[src/hw/rtl/sawarq_pkg.sv]
// ----------------------------------------------------------------------------
// sawarq_pkg
// types, codes and defaults shared by the stop-and-wait arq sender modules
// ----------------------------------------------------------------------------
package sawarq_pkg;

  // default sizes, handed down as top level parameter defaults
  localparam int DEF_QUEUE_DEPTH = 16;
  localparam int DEF_MAX_PAYLOAD = 64;

  // fixed field widths
  localparam int NUM_W  = 8;
  localparam int LEN_W  = 7;
  localparam int ATT_W  = 8;
  localparam int TICK_W = 16;
  localparam int CNT_W  = 5;
  localparam int CFG_W  = 16;

  // config register indexes
  localparam logic CFG_RETRY_LIMIT   = 1'b0;
  localparam logic CFG_TIMEOUT_TICKS = 1'b1;

  // config reset values
  localparam logic [ATT_W-1:0]  RETRY_LIMIT_RST   = 8'd3;
  localparam logic [TICK_W-1:0] TIMEOUT_TICKS_RST = 16'd10;

  typedef enum logic [1:0] {
    KIND_ENQ  = 2'd0,
    KIND_TICK = 2'd1,
    KIND_ACK  = 2'd2,
    KIND_NAK  = 2'd3
  } kind_t;

  typedef enum logic [1:0] {
    STAT_OK      = 2'd0,
    STAT_FULL    = 2'd1,
    STAT_IGNORED = 2'd2,
    STAT_ABANDON = 2'd3
  } status_t;

  typedef struct packed {
    kind_t            kind;
    logic [NUM_W-1:0] pkg_number;
    logic [NUM_W-1:0] seg_number;
    logic [LEN_W-1:0] seg_length;
  } in_item_t;

  typedef struct packed {
    status_t          status;
    logic             send_valid;
    logic [NUM_W-1:0] send_pkg;
    logic [NUM_W-1:0] send_seg;
    logic [LEN_W-1:0] send_len;
    logic [ATT_W-1:0] send_attempt;
    logic [CNT_W-1:0] dropped_count;
    logic [CNT_W-1:0] queue_level;
  } out_item_t;

  // one queued segment descriptor
  typedef struct packed {
    logic [NUM_W-1:0] pkg;
    logic [NUM_W-1:0] seg;
    logic [LEN_W-1:0] len;
  } desc_t;

  // controller to datapath
  typedef struct packed {
    logic take;    // latch the input item
    logic exec;    // apply the item's own action
    logic pop;     // drop the head during a package drop
    logic finish;  // start a send if idle, load the result
  } cmd_t;

  // datapath to controller
  typedef struct packed {
    logic drop_go;    // the item drops a package and the queue is not empty
    logic drop_more;  // the head belongs to the dropped package
    logic out_free;   // result register can be loaded
  } sts_t;

endpackage

[src/hw/rtl/sawarq_ctrl.sv]
// ----------------------------------------------------------------------------
// sawarq_ctrl
// sequencer: steps one item through execute, drop walk and send decision
// ----------------------------------------------------------------------------
module sawarq_ctrl
  import sawarq_pkg::*;
(
  input  logic clk,
  input  logic rst_n,
  input  logic in_valid,
  output logic in_stall,
  input  sts_t sts,
  output cmd_t cmd
);

  typedef enum logic [2:0] {
    ST_IDLE,
    ST_EXEC,
    ST_DROP_RD,
    ST_DROP_CHK,
    ST_SEND_RD,
    ST_FINAL
  } state_t;

  state_t state_r, state_nxt;
  logic   in_stall_r, in_stall_nxt;

  always_comb begin
    cmd.take   = (state_r == ST_IDLE) && in_valid;
    cmd.exec   = (state_r == ST_EXEC);
    cmd.pop    = (state_r == ST_DROP_CHK) && sts.drop_more;
    cmd.finish = (state_r == ST_FINAL) && sts.out_free;
  end

  always_comb begin
    state_nxt = state_r;
    unique case (state_r)
      ST_IDLE:     if (in_valid) state_nxt = ST_EXEC;
      ST_EXEC:     state_nxt = sts.drop_go ? ST_DROP_RD : ST_SEND_RD;
      ST_DROP_RD:  state_nxt = ST_DROP_CHK;
      // head unchanged when the walk stops, so its read data is current
      ST_DROP_CHK: state_nxt = sts.drop_more ? ST_DROP_RD : ST_FINAL;
      ST_SEND_RD:  state_nxt = ST_FINAL;
      ST_FINAL:    if (sts.out_free) state_nxt = ST_IDLE;
      default:     state_nxt = ST_IDLE;
    endcase
    in_stall_nxt = (state_nxt != ST_IDLE);
  end

  always_ff @(posedge clk) begin
    if (!rst_n) begin
      state_r    <= ST_IDLE;
      in_stall_r <= 1'b0;
    end else begin
      state_r    <= state_nxt;
      in_stall_r <= in_stall_nxt;
    end
  end

  assign in_stall = in_stall_r;

endmodule

[src/hw/rtl/sawarq_dp.sv]
// ----------------------------------------------------------------------------
// sawarq_dp
// datapath: descriptor queue, sender state, config registers, result register
// ----------------------------------------------------------------------------
module sawarq_dp
  import sawarq_pkg::*;
#(
  parameter int QUEUE_DEPTH = DEF_QUEUE_DEPTH,
  parameter int MAX_PAYLOAD = DEF_MAX_PAYLOAD
) (
  input  logic             clk,
  input  logic             rst_n,
  input  in_item_t         in_data,
  output logic             out_valid,
  input  logic             out_stall,
  output out_item_t        out_data,
  input  logic             cfg_we,
  input  logic             cfg_index,
  input  logic [CFG_W-1:0] cfg_wdata,
  input  cmd_t             cmd,
  output sts_t             sts
);

  localparam int PtrW = (QUEUE_DEPTH > 1) ? $clog2(QUEUE_DEPTH) : 1;
  localparam int CntW = $clog2(QUEUE_DEPTH + 1);

  desc_t mem [QUEUE_DEPTH];
  desc_t rd_r;

  in_item_t item_r;

  logic [PtrW-1:0]   head_ptr_r, head_ptr_nxt;
  logic [CntW-1:0]   count_r, count_nxt;
  logic              awaiting_r, awaiting_nxt;
  logic [NUM_W-1:0]  awaited_pkg_r, awaited_pkg_nxt;
  logic [NUM_W-1:0]  awaited_seg_r, awaited_seg_nxt;
  logic [ATT_W-1:0]  attempt_r, attempt_nxt;
  logic [TICK_W-1:0] countdown_r, countdown_nxt;
  status_t           status_r, status_nxt;
  logic [CntW-1:0]   dropped_r, dropped_nxt;
  logic              resend_r, resend_nxt;
  logic [ATT_W-1:0]  retry_limit_r;
  logic [TICK_W-1:0] timeout_r;
  logic              out_valid_r, out_valid_nxt;
  out_item_t         out_data_r, out_data_nxt;

  logic [PtrW-1:0]   head_inc;
  logic [CntW:0]     tail_sum;
  logic [PtrW-1:0]   tail_ptr;
  logic              full;
  logic              match;
  logic              expired_out;
  logic              drop_req;
  logic              wr_en;
  desc_t             wr_desc;
  logic              send_new;

  always_comb begin
    head_inc = (head_ptr_r == PtrW'(QUEUE_DEPTH - 1)) ? '0 : head_ptr_r + 1'b1;
    tail_sum = (CntW + 1)'(head_ptr_r) + (CntW + 1)'(count_r);
    if (tail_sum >= (CntW + 1)'(QUEUE_DEPTH)) begin
      tail_sum = tail_sum - (CntW + 1)'(QUEUE_DEPTH);
    end
    tail_ptr = PtrW'(tail_sum);
    full     = (count_r == CntW'(QUEUE_DEPTH));
    match    = awaiting_r && (item_r.pkg_number == awaited_pkg_r)
               && (item_r.seg_number == awaited_seg_r);
    // countdown ran out and attempts are used up
    expired_out = awaiting_r && (countdown_r == '0) && (attempt_r >= retry_limit_r);
    drop_req = ((item_r.kind == KIND_NAK) && match)
               || ((item_r.kind == KIND_TICK) && expired_out);
    wr_en    = cmd.exec && (item_r.kind == KIND_ENQ) && !full;
    wr_desc.pkg = item_r.pkg_number;
    wr_desc.seg = item_r.seg_number;
    // clamp oversized payload lengths
    if ({1'b0, item_r.seg_length} > (LEN_W + 1)'(MAX_PAYLOAD)) begin
      wr_desc.len = LEN_W'(MAX_PAYLOAD);
    end else begin
      wr_desc.len = item_r.seg_length;
    end
    send_new = !awaiting_r && (count_r != '0);
  end

  assign sts.drop_go   = drop_req && (count_r != '0);
  assign sts.drop_more = (count_r != '0) && (rd_r.pkg == awaited_pkg_r);
  assign sts.out_free  = !out_valid_r || !out_stall;

  always_comb begin
    head_ptr_nxt    = head_ptr_r;
    count_nxt       = count_r;
    awaiting_nxt    = awaiting_r;
    awaited_pkg_nxt = awaited_pkg_r;
    awaited_seg_nxt = awaited_seg_r;
    attempt_nxt     = attempt_r;
    countdown_nxt   = countdown_r;
    status_nxt      = status_r;
    dropped_nxt     = dropped_r;
    resend_nxt      = resend_r;
    out_data_nxt    = out_data_r;
    out_valid_nxt   = out_valid_r && out_stall;

    if (cmd.take) begin
      status_nxt  = STAT_OK;
      dropped_nxt = '0;
      resend_nxt  = 1'b0;
    end

    if (cmd.exec) begin
      unique case (item_r.kind)
        KIND_ENQ: begin
          if (full) begin
            status_nxt = STAT_FULL;
          end else begin
            count_nxt = count_r + 1'b1;
          end
        end
        KIND_TICK: begin
          if (awaiting_r) begin
            if (countdown_r != '0) begin
              countdown_nxt = countdown_r - 1'b1;
            end else if (attempt_r >= retry_limit_r) begin
              status_nxt = STAT_ABANDON;
            end else begin
              attempt_nxt   = attempt_r + 1'b1;
              countdown_nxt = timeout_r;
              resend_nxt    = 1'b1;
            end
          end
        end
        KIND_ACK, KIND_NAK: begin
          if (!match) begin
            status_nxt = STAT_IGNORED;
          end else begin
            awaiting_nxt = 1'b0;
            if ((item_r.kind == KIND_ACK) && (count_r != '0)) begin
              head_ptr_nxt = head_inc;
              count_nxt    = count_r - 1'b1;
              dropped_nxt  = CntW'(1);
            end
          end
        end
        default: ;
      endcase
      // package drop: first pop here, the rest walk over later cycles
      if (drop_req) begin
        awaiting_nxt = 1'b0;
        if (count_r != '0) begin
          head_ptr_nxt = head_inc;
          count_nxt    = count_r - 1'b1;
          dropped_nxt  = CntW'(1);
        end
      end
    end

    if (cmd.pop) begin
      head_ptr_nxt = head_inc;
      count_nxt    = count_r - 1'b1;
      dropped_nxt  = dropped_r + 1'b1;
    end

    if (cmd.finish) begin
      if (send_new) begin
        awaiting_nxt    = 1'b1;
        awaited_pkg_nxt = rd_r.pkg;
        awaited_seg_nxt = rd_r.seg;
        attempt_nxt     = ATT_W'(1);
        countdown_nxt   = timeout_r;
      end
      out_valid_nxt              = 1'b1;
      out_data_nxt.status        = status_r;
      out_data_nxt.send_valid    = send_new || resend_r;
      out_data_nxt.send_pkg      = '0;
      out_data_nxt.send_seg      = '0;
      out_data_nxt.send_len      = '0;
      out_data_nxt.send_attempt  = '0;
      if (send_new || resend_r) begin
        out_data_nxt.send_pkg     = rd_r.pkg;
        out_data_nxt.send_seg     = rd_r.seg;
        out_data_nxt.send_len     = rd_r.len;
        out_data_nxt.send_attempt = send_new ? ATT_W'(1) : attempt_r;
      end
      out_data_nxt.dropped_count = CNT_W'(dropped_r);
      out_data_nxt.queue_level   = CNT_W'(count_r);
    end
  end

  // descriptor memory, one write port at the tail, one registered read at the head
  always_ff @(posedge clk) begin
    if (wr_en) begin
      mem[tail_ptr] <= wr_desc;
    end
    rd_r <= mem[head_ptr_r];
  end

  always_ff @(posedge clk) begin
    if (cmd.take) begin
      item_r <= in_data;
    end
    out_data_r <= out_data_nxt;
    status_r   <= status_nxt;
    dropped_r  <= dropped_nxt;
  end

  always_ff @(posedge clk) begin
    if (!rst_n) begin
      head_ptr_r    <= '0;
      count_r       <= '0;
      awaiting_r    <= 1'b0;
      awaited_pkg_r <= '0;
      awaited_seg_r <= '0;
      attempt_r     <= '0;
      countdown_r   <= '0;
      resend_r      <= 1'b0;
      out_valid_r   <= 1'b0;
      retry_limit_r <= RETRY_LIMIT_RST;
      timeout_r     <= TIMEOUT_TICKS_RST;
    end else begin
      head_ptr_r    <= head_ptr_nxt;
      count_r       <= count_nxt;
      awaiting_r    <= awaiting_nxt;
      awaited_pkg_r <= awaited_pkg_nxt;
      awaited_seg_r <= awaited_seg_nxt;
      attempt_r     <= attempt_nxt;
      countdown_r   <= countdown_nxt;
      resend_r      <= resend_nxt;
      out_valid_r   <= out_valid_nxt;
      if (cfg_we) begin
        unique case (cfg_index)
          CFG_RETRY_LIMIT:   retry_limit_r <= ATT_W'(cfg_wdata);
          CFG_TIMEOUT_TICKS: timeout_r     <= cfg_wdata;
          default: ;
        endcase
      end
    end
  end

  assign out_valid = out_valid_r;
  assign out_data  = out_data_r;

endmodule

[src/hw/rtl/stop_and_wait_arq_sender.sv]
// ----------------------------------------------------------------------------
// stop_and_wait_arq_sender
// stop-and-wait arq sender over a circular queue of segment descriptors
// ----------------------------------------------------------------------------
// each input item is an enqueue, a time tick, an ack or a nak, and gives
// exactly one result item. one segment is in flight at a time: the queue
// head. a matching ack pops it; a matching nak, or a timeout once the retry
// limit is used up, drops the head and every directly following segment of
// the same package. an idle sender with a non-empty queue sends the head at
// once as attempt 1. an item passes the execute, head read and final
// states, the last registering its result; a drop walks read and check
// states until the head leaves the package; each new head is read back via
// the single registered read port of the descriptor memory to be compared.
// a result still waiting at the output does not block acceptance of the
// next item, only the loading of that item's result. config registers are
// written through cfg_we/cfg_index/cfg_wdata while the block is idle.
// ----------------------------------------------------------------------------
module stop_and_wait_arq_sender
  import sawarq_pkg::*;
#(
  parameter int QUEUE_DEPTH = DEF_QUEUE_DEPTH,  // descriptor queue entries
  parameter int MAX_PAYLOAD = DEF_MAX_PAYLOAD   // longer segments are clamped
) (
  input  logic             clk,
  input  logic             rst_n,
  // input item channel
  input  logic             in_valid,
  output logic             in_stall,
  input  in_item_t         in_data,
  // result item channel
  output logic             out_valid,
  input  logic             out_stall,
  output out_item_t        out_data,
  // config write port
  input  logic             cfg_we,
  input  logic             cfg_index,
  input  logic [CFG_W-1:0] cfg_wdata
);

  // command and status between sequencer and datapath
  cmd_t cmd;
  sts_t sts;

  // sequencer
  sawarq_ctrl u_ctrl (
    .clk      (clk),
    .rst_n    (rst_n),
    .in_valid (in_valid),
    .in_stall (in_stall),
    .sts      (sts),
    .cmd      (cmd)
  );

  // queue, sender state and result register
  sawarq_dp #(
    .QUEUE_DEPTH (QUEUE_DEPTH),
    .MAX_PAYLOAD (MAX_PAYLOAD)
  ) u_dp (
    .clk       (clk),
    .rst_n     (rst_n),
    .in_data   (in_data),
    .out_valid (out_valid),
    .out_stall (out_stall),
    .out_data  (out_data),
    .cfg_we    (cfg_we),
    .cfg_index (cfg_index),
    .cfg_wdata (cfg_wdata),
    .cmd       (cmd),
    .sts       (sts)
  );

endmodule

[config.mk]
export PLATFORM = sky130hd
export DESIGN_NAME = stop_and_wait_arq_sender
export DESIGN_NICKNAME = d
export VERILOG_FILES = /design/src/hw/rtl/sawarq_pkg.sv /design/src/hw/rtl/sawarq_ctrl.sv /design/src/hw/rtl/sawarq_dp.sv /design/src/hw/rtl/stop_and_wait_arq_sender.sv
export SDC_FILE = /design/constraint.sdc
export NUM_CORES = 1
export LEC_CHECK = 0
export BUFFER_PORTS_ARGS = -buffer_cell sky130_fd_sc_hd__buf_2
export CORE_UTILIZATION = 55
export DETAILED_ROUTE_END_ITERATION = 7
export GPL_ROUTABILITY_DRIVEN = 0
export PLACE_DENSITY_LB_ADDON = 0.1
export RECOVER_POWER = 50
export REMOVE_ABC_BUFFERS = 1
export SLEW_MARGIN = 20
export SYNTH_ARGS = -nofsm -noshare
export SYNTH_HDL_FRONTEND = slang
export SYNTH_SLANG_ARGS = --single-unit
export TNS_END_PERCENT = 5
[constraint.sdc]
create_clock -name clk -period 10.95 [get_ports clk]
set_input_delay 0.5475 -clock clk [delete_from_list [all_inputs] [get_ports clk]]
set_output_delay 0.5475 -clock clk [all_outputs]
set_load 0.02 [all_outputs]
==> out/metrics.cfg, run 1 <==
[global_route]
grt_max_degree=56
antenna_found_initial=1
grt_pass1_vias=11900
grt_pass1_wl_um=72900
grt_usage_pct=25.2
overflow=0

[floorplanning]
die_area_mm2=0.0400
die_h_um=200
ios=93
fp.coreArea_mm2=0.0386
initial_core_util_pct=55.8
placementRows=72
die_w_um=200

[yosys]
yosys_warnings=0
syn_area_mm2=0.0216
synth.distinct_cells=62
synth_common_cells=edfxtp_1 (437), nand2_1 (127), mux4_2 (115)
yosys_register_bits=547
synth_flop_cell=edfxtp_1
synth_top_area_share_pct=60.8
ys_seq_area_share_pct=71.0
synth.avg_cell_area_um2=16.3
synthTopCellsByArea=edfxtp_1 (61%), mux4_2 (12%), dfxtp_1 (10%)
ys_async_sr_fraction_pct=0
yosysMostFrequentCell=edfxtp_1
synthCells=1328
synth_largest_area_cell=edfxtp_1
synth_edf_count=437

[status]
status=finished, violations left
failed_checks=capacitance limit, slew limit

[layout]
fin_area_mm2=0.0244
fin_cells=2005
drive_gt1_share_pct=19.5
diodes=0
nNetsFinal=1507
fillCellCount=2823
syn2layout_area_growth_pct=13.0
post-route-util_pct=63.1

[clocking]
cts_tree=built
ctsHoldBuffers=0
cts_num_sinks=547
ctsRootBufferMaster=clkbuf_16
cts_made_buffers=54
clk_latency_ns=0.60
cts_setup_buffers=0
ctsResizeCount=0
clockBufferDepth=3
cts.clk_slew.worst_paths_ns=0.06
ctsHtreeMaxLevel=2

[route]
dr.first_iter.drc_count=819
first_pass_iters=6
ant_nets=0
drt-wirelength-per-cell_um=24.0
drt-total-wl_um=48200
drc=0
viasPerCell=6.02
num_vias=12100

[critical_path]
crit_required_ns=11.44
crit_chain=inv_1, nand3_1, a21oi_4, clkbuf_1, nand2_1, buf_4, nand2_1, a311oi_1, a32o_1
end_kind=register
crit_fanout=46
slowest_stage=clkbuf_1
critPathMaxStageDelay_ns=2.16
critical_path_class=reg -> reg
crit_path_start_kind=register
arrival_ns=4.75
path_common_cell=nand2_1

[job]
drv_cap=3

[place]
placed_area_mm2=0.0227
placed_cells=1903
io_buffers=92
detailedPlace.worstSlack_ns=7.56
hpwl_um=26800

[power_and_ir_drop]
power_leakage_nw=7.91
power_mw=4.50
powerDensity_mw_per_mm2=184
peakVddDrop_uv=141

[worst_hold_path]
min_path_type=in -> reg

[timing]
worst-slew-pin-transition_ns=3.05
fin_crit_sh_pct=38.9
slew_headroom_pct=-103
skew_ns=0.0132
slew_violations=121
hold_violations=0
fin_ws_ns=6.69
grt_setup_unrepaired=false
tns_ns=0
finalCriticalPeriod_ns=4.26
hold_ws_ns=0.123
max_freq_ghz=0.235
setup_viol=0

[per-layer routing]
layer  track usage (%)  wire length [um]  up-vias
li1                  -                 -     5376
met1              35.6             20900     6224
met2              41.1             23600      400
met3              3.58              2700       65
met4              7.46               951        0
met5                 0                 0        -
[final timing paths]
kind	end	slack [ns]	from	cells past startpoint
setup reg to reg	u_dp.countdown_r[6]$_SDFF_PN0_	6.69	u_ctrl.state_r[1]$_SDFF_PN0_	9
hold / removal	u_dp.item_r[11]$_DFFE_PP_	0.12	in_data[11]	1
hold reg to reg	u_dp.out_data[43]$_DFFE_PP_	0.45	u_dp.status_r[1]$_DFF_P_	0
setup / recovery	u_dp.countdown_r[6]$_SDFF_PN0_	6.69	u_ctrl.state_r[1]$_SDFF_PN0_	9
[power by group]
group          leakage, nW  switching [mW]  internal [mW]
Sequential            4.87          0.0691           2.34
Clock                0.866           0.766           1.05
Combinational         2.18           0.190         0.0797
Total                 7.91            1.03           3.47
[cells in the final DEF, fill, tap and decap left out, types with 4 or more instances in the layout]
master,Yosys,routed
or3_1,7,7
o21ai_0,48,48
nor3_1,12,12
and2_1,36,35
nand3_1,27,27
clkbuf_1,50,68
ha_1,18,18
nor2_1,60,44
edfxtp_1,437,437
nor4_1,6,5
a21oi_1,82,81
a211oi_1,4,4
clkbuf_8,0,7
inv_1,25,25
nand4_1,10,10
xnor2_1,14,14
xor2_1,24,24
o211ai_1,9,9
nor2b_1,12,12
and3_1,4,4
buf_4,1,24
clkinv_2,0,13
a31oi_1,9,9
buf_2,8,39
o31ai_1,6,6
nor2_2,0,16
dfxtp_1,110,107
clkinv_1,0,8
bufinv_16,0,4
a311oi_1,5,5
clkbuf_16,0,54
nand2_1,127,127
mux4_2,115,115
nand2b_1,11,11
[final cells by class]
class / instances / area [um^2] / area share [%]
clock buffers: 73 / 1490 / 6.12
clock inverters: 29 / 256 / 1.05
inverters: 25 / 93.8 / 0.385
multi-input cells: 693 / 5970 / 24.5
flip-flops and latches: 547 / 15300 / 62.9
well taps: 518 / 648 / 2.66
repair buffers: 120 / 597 / 2.45
[registers in the layout (all words and copies together) (netlist names), 16 cells and up]
name	flops
u_dp.rd_r	23
u_dp.countdown_r	16
u_dp.out_data	44
u_dp.mem	368
u_dp.timeout_r	16
u_dp.item_r	25
[cells by family (layout without fill, tap and decap cells)]
logic type	Yosys count	after routing	synth area share, %
AND/OR/NAND/NOR	323	323	7.09
flip-flops	547	547	71.0
buffers and inverters	88	247	1.59
AO/OA/AOI/OAI	194	194	5.44
adder cells (fa/ha/maj)	19	19	1.14
multiplexers	119	119	12.2
XOR/XNOR	38	38	1.54
[critical path: cells and delay by family, from the launching register on]
| family | cells | cell delay [ns] |
|---|---|---|
| flip-flops | 1 | 0.35 |
| buffers and inverters | 3 | 2.71 |
| AO/OA/AOI/OAI | 3 | 0.43 |
| AND/OR/NAND/NOR | 3 | 0.65 |
Note: power is estimated with default switching activity, not from simulation.
==> run 2, diff against run 1 <==
- clock period: 10.95 -> 3.82 ns (I/O delays scaled with it)
==> out/metrics.cfg, run 2 (synthesized netlist as in run 1, its figures left out) <==
[status]
failed_checks=capacitance limit, slew limit
status=finished, violations left

[timing]
grt_setup_unrepaired=false
skew_ns=0.0204
hold_violations=0
tns_ns=0
slew_violations=46
fin_ws_ns=0.649
finalCriticalPeriod_ns=3.17
worst-slew-pin-transition_ns=1.53
setup_viol=0
fin_crit_sh_pct=83.0
max_freq_ghz=0.315
slew_headroom_pct=-2.02

[clocking]
cts_setup_buffers=0
ctsResizeCount=0
cts.clk_slew.worst_paths_ns=0.06
cts_num_sinks=547
ctsHoldBuffers=44
clk_latency_ns=0.61
ctsHtreeMaxLevel=2
cts_tree=built
ctsRootBufferMaster=clkbuf_16
cts_made_buffers=54
clockBufferDepth=3

[power_and_ir_drop]
swShare_pct=23.0
powerDensity_mw_per_mm2=517
power_leakage_nw=8.14
p_clk_share_pct=40.0
power_mw=12.9
p_int_mw=9.91
peakVddDrop_uv=515
seqPwrFrac_pct=53.5
combPwrFrac_pct=6.4
switching_power_mw=2.96

[place]
hpwl_um=26700
io_buffers=92
detailedPlace.worstSlack_ns=0.641
placed_area_mm2=0.0228

[worst_hold_path]
min_path_type=in -> reg
min_to=u_dp.timeout_r[1]$_SDFFE_PN1P_
hold_path_startpoint=rst_n
whs_path_depth=2

[critical_path]
crit_path_start_kind=register
r2r-end=u_dp.countdown_r[6]$_SDFF_PN0_
end_kind=register
reg2reg_depth=7
r2r_slack_ns=0.65
cp_num_buf_inv=1
crit_chain=nand3_1, a21oi_1, clkbuf_2, nand2_1, nand2_1, a311oi_1, a32o_1
crit_required_ns=4.31
cp_top_family=buffers and inverters
critPathMaxStageDelay_ns=1.17
timing.rr.start=u_ctrl.state_r[2]$_SDFF_PN0_
crit_fanout=45
slowest_stage=clkbuf_2
critical_path_class=reg -> reg
path_common_cell=nand2_1
arrival_ns=3.66

[floorplanning]
fp.coreArea_mm2=0.0386
die_h_um=200
ios=93
placementRows=72
die_area_mm2=0.0400
die_w_um=200
initial_core_util_pct=55.8

[global_route]
grt_pass1_wl_um=72900
grt_max_degree=97
antenna_found_initial=0
grt_usage_pct=25.4
grt_pass1_vias=11800
overflow=0

[route]
drc=0
num_vias=12200
ant_nets=0
first_pass_iters=5
dr.first_iter.drc_count=953
viasPerCell=5.92
drt-wirelength-per-cell_um=23.8
drt-total-wl_um=49100

[layout]
regMostFlops=u_dp.mem
fin_area_mm2=0.0249
multi_input_area_mm2=0.00595
largest_register_ff_count=368
nNetsFinal=1563
drive_gt1_share_pct=19.5
layout_common_cells=edfxtp_1 (437), nand2_1 (127), mux4_2 (115)
post-route-util_pct=64.5
final_common_cell=edfxtp_1
fillCellCount=2741
syn2layout_area_growth_pct=15.4
ff_latch_area_mm2=0.0153

[job]
drv_cap=1

==> run 2: changes by cell type in the layout (fill, tap and decap cells not counted), moves of 2 or more <==
| cell | change |
|---|---|
| clkbuf_8 | -3 |
| clkinvlp_2 | +2 |
| dlygate4sd3_1 | +44 |
| buf_12 | +3 |
| inv_6 | -2 |
| clkinv_1 | -2 |
| buf_4 | +9 |
==> run 2: area by class of cell <==
cell class              instances  share of cell area, %
well taps                     518                   2.60
clock buffers                  73                   5.96
flip-flops and latches        547                   61.6
multi-input cells             693                   23.9
diodes                          1                 0.0100
inverters                      25                  0.377
clock inverters                28                  0.959
repair buffers                176                   4.66
==> run 2: worst max path at each step <==
stage	start	endpoint	cells past startpoint
after detailed placement	u_dp.count_r[1]$_SDFFE_PN0P_	u_dp.countdown_r[14]$_SDFF_PN0_	9
after CTS	u_dp.count_r[1]$_SDFFE_PN0P_	u_dp.countdown_r[14]$_SDFF_PN0_	9
after global placement	u_dp.count_r[1]$_SDFFE_PN0P_	u_dp.countdown_r[14]$_SDFF_PN0_	9
after global routing	u_ctrl.state_r[2]$_SDFF_PN0_	u_dp.countdown_r[6]$_SDFF_PN0_	7
final	u_ctrl.state_r[2]$_SDFF_PN0_	u_dp.countdown_r[6]$_SDFF_PN0_	7
after floorplan	u_dp.head_ptr_r[0]$_SDFFE_PN0P_	u_dp.mem[0][0]$_DFFE_PP_	5
==> run 2: stage by stage <==
step           hold slack [ns]  cells
6_report                0.0642   2061
3_3_place_gp             0.368   1915
4_1_cts                 0.0392   2060
2_1_floorplan            0.263   1265
3_5_place_dp             0.369   1915
5_1_grt                 0.0746   2060
==> run 2: power by group through the flow <==
stage | logic [mW] | clock network [mW] | registers (mW)
after floorplan | 0.451 | 0 | 6.99
after global placement | 0.793 | 0 | 7.01
after detailed placement | 0.812 | 0 | 7.02
after CTS | 0.848 | 5.25 | 6.89
after global routing | 0.909 | 5.49 | 6.91
final | 0.827 | 5.16 | 6.89
==> run 2: routing by layer <==
metal	wire (um)	GRT usage (%)
met5	0	0
met4	1170	8.37
met3	2820	3.73
met2	23600	40.4
met1	21500	36.4
